File: src/design/pce_pkg.sv
`timescale 1ns / 1ps
// ----------------------------------------------------------------------------
// pce_pkg
// Shared widths, action codes and controller/datapath handshake structs for
// the piecewise cubic evaluator.
// ----------------------------------------------------------------------------
package pce_pkg;

    localparam int MAX_SEGMENTS = 64;
    localparam int FRAC_BITS    = 16;
    localparam int DATA_W       = 32;
    localparam int SEG_W        = $clog2(MAX_SEGMENTS);
    localparam int CNT_W        = SEG_W + 1;

    localparam logic ACT_WRITE = 1'b0;
    localparam logic ACT_EVAL  = 1'b1;

    // commands from the controller to the datapath
    typedef struct packed {
        logic load_write;   // store the segment, set up a write result
        logic load_query;   // latch x, clear the segment count, restart the scan at breakpoint 1
        logic scan_step;    // one breakpoint read / compare
        logic fetch;        // read the chosen segment
        logic calc_t;       // t = x - start, seed accumulator
        logic mul;          // product = acc * t
        logic add;          // acc = round(product) + coefficient
        logic load_out;     // move result into the output register
    } t_dp_cmd;

    typedef struct packed {
        logic scan_done;
        logic last_stage;
    } t_dp_sts;

endpackage

File: src/design/pce_ctrl.sv
`timescale 1ns / 1ps
// ----------------------------------------------------------------------------
// pce_ctrl
// Sequencer: accepts a beat; for an evaluate beat steps the breakpoint scan and
// the three Horner stages; then hands the result to the output register.
// ----------------------------------------------------------------------------
module pce_ctrl (
    input  logic              i_clk,
    input  logic              i_rst_n,
    input  logic              i_in_valid,
    input  logic              i_action,
    input  logic              i_out_ready,
    input  pce_pkg::t_dp_sts  i_sts,
    output logic              o_in_ready,
    output logic              o_out_valid,
    output pce_pkg::t_dp_cmd  o_cmd
);
    import pce_pkg::*;

    typedef enum logic [6:0] {
        S_IDLE  = 7'b0000001,
        S_SCAN  = 7'b0000010,
        S_FETCH = 7'b0000100,
        S_TDIFF = 7'b0001000,
        S_MUL   = 7'b0010000,
        S_ADD   = 7'b0100000,
        S_PUT   = 7'b1000000
    } t_state;

    t_state r_state, n_state;
    logic   r_out_valid, n_out_valid;
    logic   w_accept;
    logic   w_out_free;

    assign o_in_ready  = (r_state == S_IDLE);
    assign w_accept    = i_in_valid && o_in_ready;
    assign w_out_free  = !r_out_valid || i_out_ready;
    assign o_out_valid = r_out_valid;

    always_comb begin
        n_state = r_state;
        o_cmd   = '0;
        unique case (r_state)
            S_IDLE: begin
                if (w_accept) begin
                    if (i_action == ACT_WRITE) begin
                        o_cmd.load_write = 1'b1;
                        n_state          = S_PUT;
                    end else begin
                        o_cmd.load_query = 1'b1;
                        n_state          = S_SCAN;
                    end
                end
            end
            S_SCAN: begin
                o_cmd.scan_step = 1'b1;
                if (i_sts.scan_done) begin
                    n_state = S_FETCH;
                end
            end
            S_FETCH: begin
                o_cmd.fetch = 1'b1;
                n_state     = S_TDIFF;
            end
            S_TDIFF: begin
                o_cmd.calc_t = 1'b1;
                n_state      = S_MUL;
            end
            S_MUL: begin
                o_cmd.mul = 1'b1;
                n_state   = S_ADD;
            end
            S_ADD: begin
                o_cmd.add = 1'b1;
                n_state   = i_sts.last_stage ? S_PUT : S_MUL;
            end
            S_PUT: begin
                if (w_out_free) begin
                    o_cmd.load_out = 1'b1;
                    n_state        = S_IDLE;
                end
            end
            default: begin
                n_state = S_IDLE;
            end
        endcase
    end

    always_comb begin
        n_out_valid = r_out_valid;
        if (o_cmd.load_out) begin
            n_out_valid = 1'b1;
        end else if (i_out_ready) begin
            n_out_valid = 1'b0;
        end
    end

    always_ff @(posedge i_clk) begin
        if (!i_rst_n) begin
            r_state     <= S_IDLE;
            r_out_valid <= 1'b0;
        end else begin
            r_state     <= n_state;
            r_out_valid <= n_out_valid;
        end
    end

endmodule

File: config.mk
export PLATFORM = sky130hd
export DESIGN_NAME = pce_ctrl
export DESIGN_NICKNAME = d
export VERILOG_FILES = /design/src/design/pce_pkg.sv /design/src/design/pce_ctrl.sv
export SDC_FILE = /design/constraint.sdc
export NUM_CORES = 1
export LEC_CHECK = 0
export ABC_CLOCK_PERIOD_IN_PS = 1300
export BUFFER_PORTS_ARGS = -buffer_cell sky130_fd_sc_hd__buf_4
export CAP_MARGIN = 20
export CELL_PAD_IN_SITES_DETAIL_PLACEMENT = 2
export CELL_PAD_IN_SITES_GLOBAL_PLACEMENT = 2
export CORE_ASPECT_RATIO = 0.8
export CORE_MARGIN = 2
export CORE_UTILIZATION = 24
export DETAILED_ROUTE_END_ITERATION = 10
export GPL_TIMING_DRIVEN = 0
export PLACE_DENSITY_LB_ADDON = 0.08
export RECOVER_POWER = 100
export SYNTH_ARGS = -nofsm -noshare
export SYNTH_HDL_FRONTEND = slang
export SYNTH_SLANG_ARGS = --single-unit
export TNS_END_PERCENT = 1
File: constraint.sdc
create_clock -name i_clk -period 1.3 [get_ports i_clk]
set_input_delay 0.26 -clock i_clk [delete_from_list [all_inputs] [get_ports i_clk]]
set_output_delay 0.26 -clock i_clk [all_outputs]
set_load 0.01 [all_outputs]
==> Implementation_results.wiki <==
{| class="wikitable"
! Metric !! Value
|-
| Run status || finished with violations
|-
| Violations in the final reports || setup timing
|-
| Number of fill cells || 268
|-
| H-tree levels || 1
|-
| Detail Placement HPWL || around 1300 um
|-
| Leakage power of the design || 0.346 nW
|-
| Maximum clock frequency || 574 MHz
|-
| Placement Rows || 15
|-
| Internal power contribution || slightly above 0.5 mW
|-
| Global router's overall resource usage || 0.151
|-
| Worst-path cell with the longest stage delay || sky130_fd_sc_hd__dfxtp_4
|-
| Worst-skew pair later-pin latency || 0.25 ns
|-
| Buffers & Inverters on Critical Path || 1
|-
| Total Die Area || between 2000 and 3000 um^2
|-
| Worst-path maximum fanout || 4
|-
| Clock transition at the registers of the reported paths || 0.06 ns
|-
| Most common cell after layout, fill and taps aside || sky130_fd_sc_hd__buf_4
|-
| Number of global-route vias before repair || slightly above 600
|-
| Initial antenna violation count || 0
|-
| Width of the chip || between 50 and 60 um
|-
| IR drop worst, VDD || roughly 530 uV
|-
| Synthesis warning total || 0
|-
| WHS || ~0.27 ns
|-
| Count of nets left with antenna violations after detail routing || 0
|-
| Placed Instance Area || ~710 um^2
|-
| Share of Yosys cell area claimed by the top area cell type || 0.286
|-
| Vias || between 500 and 600
|-
| Area of the placeable core || about 2200 um^2
|-
| Sequential fraction of design power || 0.357
|-
| Number of hold buffers added after cts || 0
|-
| Arrival @ worst endpoint || around 1.5 ns
|-
| Sequential share of the synthesized area || 0.286
|-
| Total congestion overflow after global routing || 0
|-
| Layout cells sized above 1 || 0.495
|-
| Net Sw Power || 0.265 mW
|-
| Layout-stage area growth over the synthesis result || 50.1%
|-
| Final weighted congestion in routability-driven placement || roughly 0.67
|-
| Fin crit period || ~1.7 ns
|-
| Final number of hold-violating endpoints || 0
|-
| CTS tree || yes
|-
| Mean routed wirelength per cell || 15.8 um
|-
| Clock sinks || 8
|-
| Root Buffer || sky130_fd_sc_hd__clkbuf_4
|-
| Top library cells by usage in the layout, fill and taps aside || sky130_fd_sc_hd__buf_4 (21), sky130_fd_sc_hd__nand2_1 (5), sky130_fd_sc_hd__nand2b_1 (4)
|-
| Kind of start point of the critical path || flop
|-
| Worst path setup slack after routing || -0.442 ns
|-
| Initial cell density of the core || 0.257
|-
| DRC violation count after routing || 0
|-
| Synth cell types || 33
|-
| Final setup violation count || 11
|-
| Netlist Area Pre-Place || ~560 um^2
|-
| Final Slew Violations || 0
|-
| Portion of total power attributed to the clock network || 0.256
|-
| Type of the most critical hold path || input pin to flop
|-
| Maximum cell stage delay along the critical path || roughly 0.36 ns
|-
| Average cell area after synthesis || about 8.5 um^2
|-
| Type of destination of the critical path || output port
|-
| First-iteration detailed-routing DRC count || 10
|-
| Cell Chain, Critical Path || nor4_4 > and4bb_4 > and3_4 > buf_6
|-
| Setup repair after global routing missed its margin || true
|-
| Die height || approximately 47 um
|-
| Combinational share of power || 0.388
|-
| Total Nets Final || 100
|-
| Ant diodes || 0
|-
| Worst-case clock skew || around 0.0022 ns
|-
| P per Cell Area || 925 nW/um^2
|-
| Number of buffers on the longest clock path || 2
|-
| Total of flip-flops plus latches after synthesis || 8
|-
| Drt total wl || 1830 um
|-
| Via density per instance || just over 5
|-
| Detailed-router iteration count before antenna repair || 3
|-
| Max-cap viol count || 0
|-
| I/O Pins || 17
|-
| Leading post-synthesis cells by cell area || sky130_fd_sc_hd__dfxtp_1 (29%), sky130_fd_sc_hd__nor4b_2 (5.4%), sky130_fd_sc_hd__nand2b_1 (4.5%), sky130_fd_sc_hd__nand2_1 (4.0%), sky130_fd_sc_hd__nor3b_1 (4.0%)
|-
| Worst slew slack as a fraction of its limit || 0.772
|-
| CP Data Required Time || between 1 and 1.5 ns
|-
| Critical path start-end classification || flop to output port
|-
| Cell count after synthesis || between 60 and 70
|-
| Net count after synthesis || 73
|-
| First-pass GRT wire length || between 2000 and 3000 um
|-
| Post-route fraction of the period consumed by the critical path || 1.34
|-
| Port bufs || 16
|-
| TritonCTS Buffers || 3
|-
| Pin count of the biggest net entering global routing || 11
|-
| Pin slew with the least headroom to its limit || about 0.34 ns
|-
| Kind of cell with the highest combined delay on the critical path || simple AND/OR/NAND/NOR gates
|-
| Leading area contributor after synthesis || sky130_fd_sc_hd__dfxtp_1
|-
| Switching portion of total power || 0.341
|-
| FF-to-FF setup slack || -0.09 ns
|-
| Post-route cell area || around 840 um^2
|}
[cells in the mapped netlist]
| master | number |
|---|---|
| sky130_fd_sc_hd__dfxtp_1 | 8 |
| sky130_fd_sc_hd__nand2_1 | 6 |
| sky130_fd_sc_hd__nor2_1 | 5 |
| sky130_fd_sc_hd__nand2b_1 | 4 |
| sky130_fd_sc_hd__nand3_1 | 3 |
| sky130_fd_sc_hd__nor3b_1 | 3 |
| sky130_fd_sc_hd__o21ai_0 | 3 |
| sky130_fd_sc_hd__a21oi_1 | 2 |
| sky130_fd_sc_hd__and2_1 | 2 |
| sky130_fd_sc_hd__buf_2 | 2 |
| sky130_fd_sc_hd__nor2b_1 | 2 |
| sky130_fd_sc_hd__nor4b_2 | 2 |
| sky130_fd_sc_hd__o21a_1 | 2 |
| sky130_fd_sc_hd__o31ai_1 | 2 |
| sky130_fd_sc_hd__xor2_1 | 2 |
| sky130_fd_sc_hd__a21boi_1 | 1 |
| sky130_fd_sc_hd__and2b_2 | 1 |
| sky130_fd_sc_hd__and3_2 | 1 |
| sky130_fd_sc_hd__and3_4 | 1 |
| sky130_fd_sc_hd__and4b_1 | 1 |
| sky130_fd_sc_hd__and4bb_4 | 1 |
| sky130_fd_sc_hd__buf_4 | 1 |
| sky130_fd_sc_hd__clkbuf_1 | 1 |
| sky130_fd_sc_hd__nand3b_1 | 1 |
| sky130_fd_sc_hd__nand4_1 | 1 |
| sky130_fd_sc_hd__nor2_2 | 1 |
| sky130_fd_sc_hd__nor3_1 | 1 |
| sky130_fd_sc_hd__nor3_2 | 1 |
| sky130_fd_sc_hd__nor4_4 | 1 |
| sky130_fd_sc_hd__o2111ai_1 | 1 |
| sky130_fd_sc_hd__o211ai_1 | 1 |
| sky130_fd_sc_hd__o21ai_1 | 1 |
| sky130_fd_sc_hd__or2b_1 | 1 |
[what timing repair did]
item	4_1_cts	5_1_grt
endpoints found under the setup margin	15	14
setup buffers	5	2
gates resized for setup	12	5
pin swaps	9	3
[final timing paths]
path,from,end,cells past startpoint
setup / recovery,r_state[5],o_cmd[6],4
hold / removal,i_rst_n,r_state[0],2
hold reg to reg,o_out_valid,o_out_valid,2
setup reg to reg,r_state[5],r_state[1],5
[registers in the layout (all words and copies together), names as in the netlist]
register / flops
o_out_valid: 1
r_state: 7
[power groups by stage]
stage / Combinational (mW) / Clock [mW] / Sequential, mW
after floorplan: 0.176 / 0 / 0.274
after global placement: 0.262 / 0 / 0.276
after detailed placement: 0.267 / 0 / 0.277
after CTS: 0.297 / 0.213 / 0.275
after global routing: 0.332 / 0.220 / 0.280
final: 0.301 / 0.199 / 0.277
[logic make-up after synthesis]
group                     share of synthesized area
DFF                                           0.286
buffers and inverters                        0.0380
xor gates and xnor gates                     0.0313
and+or+nand+nor                               0.494
AOI/OAI and AO/OA                             0.150
[worst reg2reg max path, cell delays in order (launching register included)]
cell and delay, ns:
sky130_fd_sc_hd__dfxtp_4 0.36, sky130_fd_sc_hd__nor4_4 0.30, sky130_fd_sc_hd__and4bb_4 0.28, sky130_fd_sc_hd__and3_4 0.19, sky130_fd_sc_hd__buf_4 0.10, sky130_fd_sc_hd__o21a_1 0.10
[through the flow]
stage | setup TNS (ns) | utilization | power [mW] | setup slack (ns) | cells
after floorplan | -0.272 | - | 0.450 | -0.0932 | 66
after global placement | -2.03 | 0.328 | 0.538 | -0.286 | 107
after detailed placement | -2.29 | 0.328 | 0.544 | -0.328 | 107
after CTS | -3.55 | 0.371 | 0.785 | -0.473 | 114
after global routing | -4.48 | 0.386 | 0.832 | -0.524 | 116
final | -3.37 | 0.386 | 0.777 | -0.442 | 116
[layout make-up]
class | count | area (um^2) | area share
multi-input cells | 54 | 414 | 0.493
repair buffers | 23 | 176 | 0.210
flip-flops and latches | 8 | 171 | 0.204
well taps | 25 | 31.3 | 0.0373
plain buffers | 3 | 23.8 | 0.0283
clock buffers | 3 | 22.5 | 0.0268
[metal layers]
| metal | share of wire | track usage | vias up |
|---|---|---|---|
| li1 | - | - | 290 |
| met5 | 0 | 0 | - |
| met4 | 0.025 | 0.0465 | 0 |
| met3 | 0.034 | 0.0496 | 4 |
| met2 | 0.50 | 0.250 | 12 |
| met1 | 0.44 | 0.190 | 286 |
(Power assumes the default switching activity.)
